<file path="src/sv/ohlcma_pkg.sv">
package ohlcma_pkg;

  // Field widths fixed by the interface definition.
  localparam int PRICE_W = 32;
  localparam int SUM_W = 37;
  localparam int CFG_W = 6;
  localparam int CFG_IDX_W = 2;

  // Width of the bit-serial divider step counter.
  localparam int DIV_CNT_W = $clog2(SUM_W);

  // Number of running window sums.
  localparam int NUM_WIN = 3;

  // Tick kinds.
  localparam logic KIND_NEW = 1'b0;
  localparam logic KIND_UPDATE = 1'b1;

  // Configuration register indexes.
  localparam logic [CFG_IDX_W-1:0] CFG_SHORT = 2'd0;
  localparam logic [CFG_IDX_W-1:0] CFG_MID = 2'd1;
  localparam logic [CFG_IDX_W-1:0] CFG_LONG = 2'd2;

  // Window values after reset.
  localparam logic [CFG_W-1:0] SHORT_RESET = 6'd3;
  localparam logic [CFG_W-1:0] MID_RESET = 6'd5;
  localparam logic [CFG_W-1:0] LONG_RESET = 6'd20;

  typedef logic [PRICE_W-1:0] price_t;
  typedef logic [SUM_W-1:0] sum_t;

endpackage

</file>
<file path="src/sv/ohlcma_in_if.sv">
interface ohlcma_in_if;
  import ohlcma_pkg::*;

  logic valid;
  logic ready;
  logic kind;
  price_t price;

  modport source (output valid, output kind, output price, input ready);
  modport sink (input valid, input kind, input price, output ready);
endinterface

</file>
<file path="src/sv/ohlcma_out_if.sv">
interface ohlcma_out_if;
  import ohlcma_pkg::*;

  logic valid;
  logic ready;
  price_t bar_open;
  price_t bar_high;
  price_t bar_low;
  price_t bar_close;
  price_t short_mean;
  price_t mid_mean;
  price_t long_mean;
  logic short_valid;
  logic mid_valid;
  logic long_valid;

  modport source (
    output valid, input ready,
    output bar_open, output bar_high, output bar_low, output bar_close,
    output short_mean, output mid_mean, output long_mean,
    output short_valid, output mid_valid, output long_valid
  );
  modport sink (
    input valid, output ready,
    input bar_open, input bar_high, input bar_low, input bar_close,
    input short_mean, input mid_mean, input long_mean,
    input short_valid, input mid_valid, input long_valid
  );
endinterface

</file>
<file path="src/sv/ohlc_bar_moving_average.sv">
// Channel   Direction  Handshake              Contents
// in_chan   in         valid/ready            kind, price (Q16.16)
// out_chan  out        valid/ready            OHLC of current bar, three means, flags
// cfg_*     in         cfg_we, no back-pressure  short/mid/long window registers
//
// A new word is accepted only once the last one is done. The bit-serial
// divider runs 37 steps for each of the three means, after the close-ring
// reads and sum updates. The reset is synchronous and active low; the close
// ring has no reset and needs no clearing pass. A result that waits in the
// output register does not block the next word; only the word after that
// waits until the result is taken.
module ohlc_bar_moving_average #(
  parameter int MAX_WINDOW = 32
) (
  input  logic clk,
  input  logic rst_n,
  ohlcma_in_if.sink in_chan,
  ohlcma_out_if.source out_chan,
  input  logic cfg_we,
  input  logic [ohlcma_pkg::CFG_IDX_W-1:0] cfg_index,
  input  logic [ohlcma_pkg::CFG_W-1:0] cfg_data
);
  import ohlcma_pkg::*;

  // Ring pointer width, and width of a window or bar count (0..MAX_WINDOW).
  localparam int AW = $clog2(MAX_WINDOW);
  localparam int WW = $clog2(MAX_WINDOW + 1);
  localparam int SW = WW + 1;

  localparam logic [2:0] ST_IDLE = 3'd0;
  localparam logic [2:0] ST_RD = 3'd1;
  localparam logic [2:0] ST_ACC = 3'd2;
  localparam logic [2:0] ST_WR = 3'd3;
  localparam logic [2:0] ST_LD = 3'd4;
  localparam logic [2:0] ST_DIV = 3'd5;
  localparam logic [2:0] ST_DONE = 3'd6;

  localparam logic [1:0] LAST_WIN = 2'(NUM_WIN - 1);
  localparam logic [DIV_CNT_W-1:0] DIV_LAST = DIV_CNT_W'(SUM_W - 1);

  // A zero window counts as one and a window beyond the ring is clamped.
  function automatic logic [WW-1:0] eff_win(input logic [CFG_W-1:0] r);
    logic [WW-1:0] w;
    if (r == '0) begin
      w = WW'(1);
    end else if (32'(r) > MAX_WINDOW) begin
      w = WW'(MAX_WINDOW);
    end else begin
      w = WW'(r);
    end
    return w;
  endfunction

  // Ring slot k places before the write pointer, k in 1..MAX_WINDOW.
  function automatic logic [AW-1:0] slot_back(input logic [AW-1:0] wp,
                                              input logic [WW-1:0] k);
    logic [SW-1:0] d;
    d = SW'(wp) - SW'(k);
    if (SW'(wp) < SW'(k)) begin
      d = d + SW'(MAX_WINDOW);
    end
    return d[AW-1:0];
  endfunction

  // Quotients beyond 32 bits appear only after a window change; they clip.
  function automatic price_t sat_mean(input sum_t q);
    price_t m;
    if (q[SUM_W-1:PRICE_W] != '0) begin
      m = '1;
    end else begin
      m = q[PRICE_W-1:0];
    end
    return m;
  endfunction

  logic [2:0] state_r, state_nxt;
  logic [1:0] j_r, j_nxt;
  logic [DIV_CNT_W-1:0] bit_r, bit_nxt;
  logic new_bar_r, new_bar_nxt;
  price_t price_r, price_nxt;
  logic [AW-1:0] wp_r, wp_nxt;
  logic [WW-1:0] cnt_r, cnt_nxt;
  sum_t sum_r [NUM_WIN];
  sum_t sum_nxt [NUM_WIN];
  logic [CFG_W-1:0] cfg_win_r [NUM_WIN];
  logic [CFG_W-1:0] cfg_win_nxt [NUM_WIN];
  price_t mean_r [NUM_WIN];
  price_t mean_nxt [NUM_WIN];
  logic flag_r [NUM_WIN];
  logic flag_nxt [NUM_WIN];
  price_t open_r, open_nxt;
  price_t high_r, high_nxt;
  price_t low_r, low_nxt;
  price_t close_r, close_nxt;
  sum_t dq_r, dq_nxt;
  logic [WW-1:0] rem_r, rem_nxt;
  logic out_valid_r, out_valid_nxt;
  logic out_load;

  price_t rdata_r;
  price_t mem [MAX_WINDOW];
  logic mem_we;
  logic [AW-1:0] mem_waddr;
  logic [AW-1:0] rd_addr;

  logic [WW-1:0] win [NUM_WIN];
  logic [WW-1:0] cur_win;
  logic [WW-1:0] cnt_inc;
  logic drop;
  logic [SW-1:0] rem_sh;
  logic rem_ge;
  sum_t dq_step;
  logic [WW-1:0] rem_step;

  price_t out_open_r, out_high_r, out_low_r, out_close_r;
  price_t out_mean_r [NUM_WIN];
  logic out_flag_r [NUM_WIN];

  always_comb begin
    for (int i = 0; i < NUM_WIN; i++) begin
      win[i] = eff_win(cfg_win_r[i]);
    end
  end

  assign cur_win = win[j_r];
  assign in_chan.ready = (state_r == ST_IDLE);
  assign cnt_inc = (32'(cnt_r) < MAX_WINDOW) ? cnt_r + WW'(1) : cnt_r;

  // A new bar reads the close leaving each window; an update reads the newest
  // close, which it always takes back out of every sum.
  assign rd_addr = slot_back(wp_r, new_bar_r ? cur_win : WW'(1));
  assign drop = new_bar_r ? (cnt_r >= cur_win) : 1'b1;
  assign mem_we = (state_r == ST_WR);
  assign mem_waddr = new_bar_r ? wp_r : slot_back(wp_r, WW'(1));

  // One restoring-division step: bring in the next dividend bit from the top.
  assign rem_sh = {rem_r, dq_r[SUM_W-1]};
  assign rem_ge = (rem_sh >= SW'(cur_win));
  assign rem_step = rem_ge ? WW'(rem_sh - SW'(cur_win)) : rem_sh[WW-1:0];
  assign dq_step = {dq_r[SUM_W-2:0], rem_ge};

  assign out_load = (state_r == ST_DONE) && (!out_valid_r || out_chan.ready);

  always_comb begin
    state_nxt = state_r;
    j_nxt = j_r;
    bit_nxt = bit_r;
    new_bar_nxt = new_bar_r;
    price_nxt = price_r;
    wp_nxt = wp_r;
    cnt_nxt = cnt_r;
    sum_nxt = sum_r;
    cfg_win_nxt = cfg_win_r;
    mean_nxt = mean_r;
    flag_nxt = flag_r;
    open_nxt = open_r;
    high_nxt = high_r;
    low_nxt = low_r;
    close_nxt = close_r;
    dq_nxt = dq_r;
    rem_nxt = rem_r;
    out_valid_nxt = out_valid_r && !out_chan.ready;

    if (cfg_we) begin
      case (cfg_index)
        CFG_SHORT: cfg_win_nxt[0] = cfg_data;
        CFG_MID: cfg_win_nxt[1] = cfg_data;
        CFG_LONG: cfg_win_nxt[2] = cfg_data;
        default: ;
      endcase
    end

    case (state_r)
      ST_IDLE: begin
        if (in_chan.valid) begin
          price_nxt = in_chan.price;
          new_bar_nxt = (in_chan.kind == KIND_NEW) || (cnt_r == '0);
          j_nxt = '0;
          state_nxt = ST_RD;
        end
      end
      ST_RD: begin
        sum_nxt[j_r] = sum_r[j_r] + SUM_W'(price_r);
        state_nxt = ST_ACC;
      end
      ST_ACC: begin
        if (drop) begin
          sum_nxt[j_r] = sum_r[j_r] - SUM_W'(rdata_r);
        end
        if (j_r == LAST_WIN) begin
          state_nxt = ST_WR;
        end else begin
          j_nxt = j_r + 2'd1;
          state_nxt = ST_RD;
        end
      end
      ST_WR: begin
        close_nxt = price_r;
        if (new_bar_r) begin
          wp_nxt = (wp_r == AW'(MAX_WINDOW - 1)) ? '0 : wp_r + AW'(1);
          cnt_nxt = cnt_inc;
          open_nxt = price_r;
          high_nxt = price_r;
          low_nxt = price_r;
        end else begin
          if (price_r > high_r) begin
            high_nxt = price_r;
          end
          if (price_r < low_r) begin
            low_nxt = price_r;
          end
        end
        for (int i = 0; i < NUM_WIN; i++) begin
          flag_nxt[i] = new_bar_r && (cnt_inc >= win[i]);
        end
        j_nxt = '0;
        state_nxt = ST_LD;
      end
      ST_LD: begin
        dq_nxt = sum_r[j_r];
        rem_nxt = '0;
        bit_nxt = '0;
        state_nxt = ST_DIV;
      end
      ST_DIV: begin
        dq_nxt = dq_step;
        rem_nxt = rem_step;
        bit_nxt = bit_r + DIV_CNT_W'(1);
        if (bit_r == DIV_LAST) begin
          mean_nxt[j_r] = sat_mean(dq_step);
          if (j_r == LAST_WIN) begin
            state_nxt = ST_DONE;
          end else begin
            j_nxt = j_r + 2'd1;
            state_nxt = ST_LD;
          end
        end
      end
      ST_DONE: begin
        if (out_load) begin
          out_valid_nxt = 1'b1;
          state_nxt = ST_IDLE;
        end
      end
      default: state_nxt = ST_IDLE;
    endcase
  end

  always_ff @(posedge clk) begin
    if (!rst_n) begin
      state_r <= ST_IDLE;
      j_r <= '0;
      bit_r <= '0;
      wp_r <= '0;
      cnt_r <= '0;
      out_valid_r <= 1'b0;
      cfg_win_r[0] <= SHORT_RESET;
      cfg_win_r[1] <= MID_RESET;
      cfg_win_r[2] <= LONG_RESET;
      for (int i = 0; i < NUM_WIN; i++) begin
        sum_r[i] <= '0;
      end
      open_r <= '0;
      high_r <= '0;
      low_r <= '0;
      close_r <= '0;
    end else begin
      state_r <= state_nxt;
      j_r <= j_nxt;
      bit_r <= bit_nxt;
      wp_r <= wp_nxt;
      cnt_r <= cnt_nxt;
      out_valid_r <= out_valid_nxt;
      cfg_win_r <= cfg_win_nxt;
      sum_r <= sum_nxt;
      open_r <= open_nxt;
      high_r <= high_nxt;
      low_r <= low_nxt;
      close_r <= close_nxt;
    end
  end

  always_ff @(posedge clk) begin
    new_bar_r <= new_bar_nxt;
    price_r <= price_nxt;
    mean_r <= mean_nxt;
    flag_r <= flag_nxt;
    dq_r <= dq_nxt;
    rem_r <= rem_nxt;
    if (out_load) begin
      out_open_r <= open_r;
      out_high_r <= high_r;
      out_low_r <= low_r;
      out_close_r <= close_r;
      out_mean_r <= mean_r;
      out_flag_r <= flag_r;
    end
  end

  // Close ring: leaving closes are read before the new close is written.
  always_ff @(posedge clk) begin
    if (mem_we) begin
      mem[mem_waddr] <= price_r;
    end
    if (state_r == ST_RD) begin
      rdata_r <= mem[rd_addr];
    end
  end

  assign out_chan.valid = out_valid_r;
  assign out_chan.bar_open = out_open_r;
  assign out_chan.bar_high = out_high_r;
  assign out_chan.bar_low = out_low_r;
  assign out_chan.bar_close = out_close_r;
  assign out_chan.short_mean = out_mean_r[0];
  assign out_chan.mid_mean = out_mean_r[1];
  assign out_chan.long_mean = out_mean_r[2];
  assign out_chan.short_valid = out_flag_r[0];
  assign out_chan.mid_valid = out_flag_r[1];
  assign out_chan.long_valid = out_flag_r[2];

endmodule
</file>
<file path="src/flat_wrapper.sv">
// flat-port wrapper written by rule: the top's interface ports become plain ports
module ohlc_bar_moving_average_flat import ohlcma_pkg::*;
#(
  parameter int MAX_WINDOW = 32
)
  (clk, rst_n, cfg_we, cfg_index, cfg_data, in_chan_valid, in_chan_kind, in_chan_price, in_chan_ready, out_chan_valid, out_chan_ready, out_chan_bar_open, out_chan_bar_high, out_chan_bar_low, out_chan_bar_close, out_chan_short_mean, out_chan_mid_mean, out_chan_long_mean, out_chan_short_valid, out_chan_mid_valid, out_chan_long_valid);
  ohlcma_in_if in_chan_i ();
  ohlcma_out_if out_chan_i ();
  input  logic clk;
  input  logic rst_n;
  input  logic cfg_we;
  input  logic [ohlcma_pkg::CFG_IDX_W-1:0] cfg_index;
  input  logic [ohlcma_pkg::CFG_W-1:0] cfg_data;
  input wire logic [$bits(in_chan_i.valid)-1:0] in_chan_valid;
  input wire logic [$bits(in_chan_i.kind)-1:0] in_chan_kind;
  input wire logic [$bits(in_chan_i.price)-1:0] in_chan_price;
  output wire logic [$bits(in_chan_i.ready)-1:0] in_chan_ready;
  output wire logic [$bits(out_chan_i.valid)-1:0] out_chan_valid;
  input wire logic [$bits(out_chan_i.ready)-1:0] out_chan_ready;
  output wire logic [$bits(out_chan_i.bar_open)-1:0] out_chan_bar_open;
  output wire logic [$bits(out_chan_i.bar_high)-1:0] out_chan_bar_high;
  output wire logic [$bits(out_chan_i.bar_low)-1:0] out_chan_bar_low;
  output wire logic [$bits(out_chan_i.bar_close)-1:0] out_chan_bar_close;
  output wire logic [$bits(out_chan_i.short_mean)-1:0] out_chan_short_mean;
  output wire logic [$bits(out_chan_i.mid_mean)-1:0] out_chan_mid_mean;
  output wire logic [$bits(out_chan_i.long_mean)-1:0] out_chan_long_mean;
  output wire logic [$bits(out_chan_i.short_valid)-1:0] out_chan_short_valid;
  output wire logic [$bits(out_chan_i.mid_valid)-1:0] out_chan_mid_valid;
  output wire logic [$bits(out_chan_i.long_valid)-1:0] out_chan_long_valid;
  assign in_chan_i.valid = in_chan_valid;
  assign in_chan_i.kind = in_chan_kind;
  assign in_chan_i.price = in_chan_price;
  assign in_chan_ready = in_chan_i.ready;
  assign out_chan_valid = out_chan_i.valid;
  assign out_chan_i.ready = out_chan_ready;
  assign out_chan_bar_open = out_chan_i.bar_open;
  assign out_chan_bar_high = out_chan_i.bar_high;
  assign out_chan_bar_low = out_chan_i.bar_low;
  assign out_chan_bar_close = out_chan_i.bar_close;
  assign out_chan_short_mean = out_chan_i.short_mean;
  assign out_chan_mid_mean = out_chan_i.mid_mean;
  assign out_chan_long_mean = out_chan_i.long_mean;
  assign out_chan_short_valid = out_chan_i.short_valid;
  assign out_chan_mid_valid = out_chan_i.mid_valid;
  assign out_chan_long_valid = out_chan_i.long_valid;
  ohlc_bar_moving_average #(.MAX_WINDOW(MAX_WINDOW)) u_core (.clk(clk), .rst_n(rst_n), .in_chan(in_chan_i), .out_chan(out_chan_i), .cfg_we(cfg_we), .cfg_index(cfg_index), .cfg_data(cfg_data));
endmodule
</file>
<file path="config.mk">
export PLATFORM = sky130hd
export DESIGN_NAME = ohlc_bar_moving_average_flat
export DESIGN_NICKNAME = d
export VERILOG_FILES = /design/src/sv/ohlcma_pkg.sv /design/src/sv/ohlcma_in_if.sv /design/src/sv/ohlcma_out_if.sv /design/src/sv/ohlc_bar_moving_average.sv /design/src/flat_wrapper.sv
export SDC_FILE = /design/constraint.sdc
export NUM_CORES = 2
export LEC_CHECK = 0
export ABC_AREA = 1
export BUFFER_PORTS_ARGS = -buffer_cell sky130_fd_sc_hd__buf_2
export CORE_MARGIN = 2
export CORE_UTILIZATION = 32
export DETAILED_ROUTE_END_ITERATION = 10
export PLACE_DENSITY = 0.45
export REMOVE_ABC_BUFFERS = 1
export SYNTH_ARGS = -nofsm -noshare
export SYNTH_HDL_FRONTEND = slang
export SYNTH_SLANG_ARGS = --single-unit
</file>
<file path="constraint.sdc">
create_clock -name clk -period 25 [get_ports clk]
set_input_delay 2.5 -clock clk [delete_from_list [all_inputs] [get_ports clk]]
set_output_delay 2.5 -clock clk [all_outputs]
set_load 0.05 [all_outputs]
</file>
==> results.md <==
* Post-route setup slack at 18.71 ns
* Routed Antenna Nets at 0
* Initial antenna violation count at 11
* Max FO, Critical Path at between 80 and 90
* CP required at 25.55 ns
* Internal at 6470 uW
* All-Layer GR Usage at 0.203
* Post-synth EDFFs at 1458
* Clock tree from TritonCTS: yes
* Tcrit/Tclk final at 0.251
* Hold_ws at approximately 0.4 ns
* Max incr delay on CP at 0.89 ns
* Most common cell on crit path: buf_4
* Placer Congestion at 0.916
* DR iter-0 viols at 4340
* Port-buffer cells at approximately 270
* Row cnt at 175
* DIE WIDTH at 481 um
* Hold Path Class: reg2reg
* Fin util at 0.370
* Number of global-route vias before repair at between 40000 and 50000
* Tightest Pin Transition at 1.20 ns
* Adder-cell share of the synthesized area at 0.0302
* Layout net count at around 7000
* Layout Skew at between 0.03 and 0.04 ns
* Flop pwr share at 0.312
* Pwr dens at about 140 nW/um^2
* Main combinational cell family by area after synthesis: simple AND/OR/NAND/NOR gates
* Cts hold-fix bufs at 0
* Setup Total Neg Slack at 0 ns
* Initial Utilization at 0.321
* Crit path kind: reg2reg
* Dpl hpwl at 138000 um
* Sequential area share after synthesis at 0.679
* Num CTS Buffers at around 190
* Ys Warns at 0
* Clock transition at the registers of the reported paths at about 0.060 ns
* Fmax at around 160 MHz
* Area grow syn2layout at 15.2%
* Mapped Area at around 73000 um^2
* Via Count at around 51000
* Switching part of the total at 0.440
* Combinational fraction of design power at 0.453
* RSZ-0062 raised after global routing: no
* Tmin final at approximately 6.3 ns
* First-pass GRT wire length at around 350000 um
* Startpoint Class: register
* Max Root-Sink Buffers at 3
* CTS Sinks at 1738
* Slew HR at 0.197
* Final cell count without fillers at just under 10000
* DR DRC count at 0
* Library cells used by synthesis at 53
* Die extent in y at 481 um
* Place WS at approximately 19 ns
* WP buf/inv at 8
* Async SR Flop Fraction at 0
* Die Area at between 200000 and 250000 um^2
* CTS-repair resized insts at 0
* Pre-antenna DRT Iters at 5
* Gr ovfl total at 0
* Largest net degree at the start of global routing at 175
* CP max stage cell: fa_4
* Average wire per standard cell at between 20 and 25 um
* Status: completed
* Compound-gate portion of the synthesized area at 0.120
* Fin. max-slew vios at 0
* I/O pin cnt at around 280
* Top_reg_cell synth: edfxtp_1
* Core ar. at roughly 230000 um^2
* Max-cap violation count at 0
* Register bit total from synthesis at approximately 1700
* Crit path max-delay family: buffers and inverters
* Post-CTS Setup Repair Bufs at 0
* Hold Vio Cnt, Final at 0
* Critical path, cell by cell: inv_2 -> buf_4 -> nor2_4 -> inv_2 -> o21ai_0 -> inv_1 -> nor2_1 -> fa_4 -> inv_8 -> buf_4 -> buf_4 -> buf_4 -> nor2_1 -> o21ai_0 -> a21oi_1 -> a21oi_1 -> nor2_1 -> a31oi_1 -> mux2i_1
* Placed cells at roughly 9600
* Sw power at about 5100 uW
* Synthesized area per cell at 11.2 um^2
* Critical path arrival at ~6.8 ns
* Post-synthesis simple-gate area fraction at 0.123
* Clk pwr share at 0.235
* XOR/XNOR share of the synthesized area at 0.00251
* Max VDD drop at 0.000135 V
* Mapped Cells at about 6500
* Root buffer cell: clkbuf_16
* Worst Setup End Kind: register
* FILL cells at 22328
* H-tree depth at 4
* Clk Latency, worst-skew pair at 0.85 ns
* Post-synthesis mux area share at 0.00440
* Share of post-route cells with drive strength above 1 at 0.111
* Vias/cell at ~5
* Routed WL at 240000 um
* Endpoints failing setup at 0
* Pleak at approximately 0.03 uW
[per-layer routing]
metal  routed length [um]  track usage  part of all wire  vias to the layer above
li1                     -            -                 -                    23635
met5                    0            0                 0                        -
met1               109000        0.282              0.45                    25464
met3                11700       0.0264             0.049                      287
met2               115000        0.337              0.48                     1426
met4                 4590       0.0475             0.019                        0
[flip-flops by register name, summed over array words and instances (netlist names), 37 cells and up]
name / flops
u_core.sum_r: 111
u_core.dq_r: 37
u_core.mem: 1024
u_core.mean_r: 96
[cells in the mapped netlist (32+ instances only)]
master	n	area share
nor2_1	1261	0.065
nand3_1	183	0.013
edfxtp_1	1458	0.60
ha_1	169	0.029
clkbuf_1	246	0.013
a21oi_1	395	0.027
o21ai_0	765	0.053
nor3_1	33	0.0023
mux2i_1	32	0.0044
o22ai_1	67	0.0058
buf_2	53	0.0036
inv_1	367	0.019
a31oi_1	67	0.0058
o21ai_1	82	0.0056
o221ai_1	129	0.016
dfxtp_1	280	0.077
nand2_1	695	0.036
[cells in the final DEF (no fill, tap or decap), types with 127 or more instances in the layout]
cell | Yosys | routed
buf_4 | 11 | 127
ha_1 | 169 | 168
clkbuf_16 | 0 | 195
a21oi_1 | 395 | 394
nor2_1 | 1261 | 1223
o221ai_1 | 129 | 129
inv_1 | 367 | 364
buf_2 | 53 | 273
o21ai_0 | 765 | 765
edfxtp_1 | 1458 | 1458
nand2_1 | 695 | 692
nand3_1 | 183 | 183
dfxtp_1 | 280 | 279
[stage by stage]
stage	power (uW)	instance area, um^2
2_1_floorplan	7030	71200
3_3_place_gp	8870	77800
3_5_place_dp	8890	77800
4_1_cts	11600	83800
5_1_grt	12300	83800
6_report	11500	83800
[path summary, 6_finish.rpt]
| path | slack (ns) | start | end | depth (start not counted) |
|---|---|---|---|---|
| max reg2reg | 18.71 | u_core.j_r[1] | u_core.rdata_r[4] | 19 |
| min | 0.41 | u_core.close_r[2] | u_core.out_chan.bar_close[2] | 0 |
| max | 18.71 | u_core.j_r[1] | u_core.rdata_r[4] | 19 |
| min reg2reg | 0.41 | u_core.close_r[2] | u_core.out_chan.bar_close[2] | 0 |
[worst register-to-register path: stages (launching register included)]
cell and delay (ns):
dfxtp_1 0.49, inv_2 0.13, buf_4 0.29, nor2_4 0.30
inv_2 0.13, o21ai_0 0.17, inv_1 0.15, nor2_1 0.21
fa_4 0.89, inv_8 0.45, buf_4 0.76, buf_4 0.69
buf_4 0.48, nor2_1 0.10, o21ai_0 0.09, a21oi_1 0.10
a21oi_1 0.27, nor2_1 0.08, a31oi_1 0.17, mux2i_1 0.09
[cell type report]
cell class | instances | area (um^2) | share of cell area
diodes | 5 | 12.5 | 0.000149
clock buffers | 256 | 5250 | 0.0626
clock inverters | 89 | 737 | 0.00879
inverters | 381 | 1460 | 0.0174
multi-input cells | 4050 | 20800 | 0.248
flip-flops and latches | 1738 | 49400 | 0.589
well taps | 3009 | 3760 | 0.0449
repair buffers | 406 | 2430 | 0.0290
[cell families (layout without fill, tap and decap cells)]
logic type | count (synthesis) | count (layout)
AO/OA/AOI/OAI | 1580 | 1580
flip-flops | 1738 | 1738
adder cells (fa/ha/maj) | 173 | 173
buffers and inverters | 725 | 1132
AND/OR/NAND/NOR | 2245 | 2245
other | 0 | 5
multiplexers | 32 | 32
XOR/XNOR | 20 | 20
[power groups by stage]
stage / Sequential (uW) / Clock (uW) / Combinational (uW)
after floorplan: 3740 / 0 / 3280
after global placement: 3660 / 0 / 5210
after detailed placement: 3660 / 0 / 5230
after CTS: 3600 / 2780 / 5250
after global routing: 3620 / 2890 / 5780
final: 3600 / 2720 / 5220
Note: power is estimated with default switching activity, not from simulation.
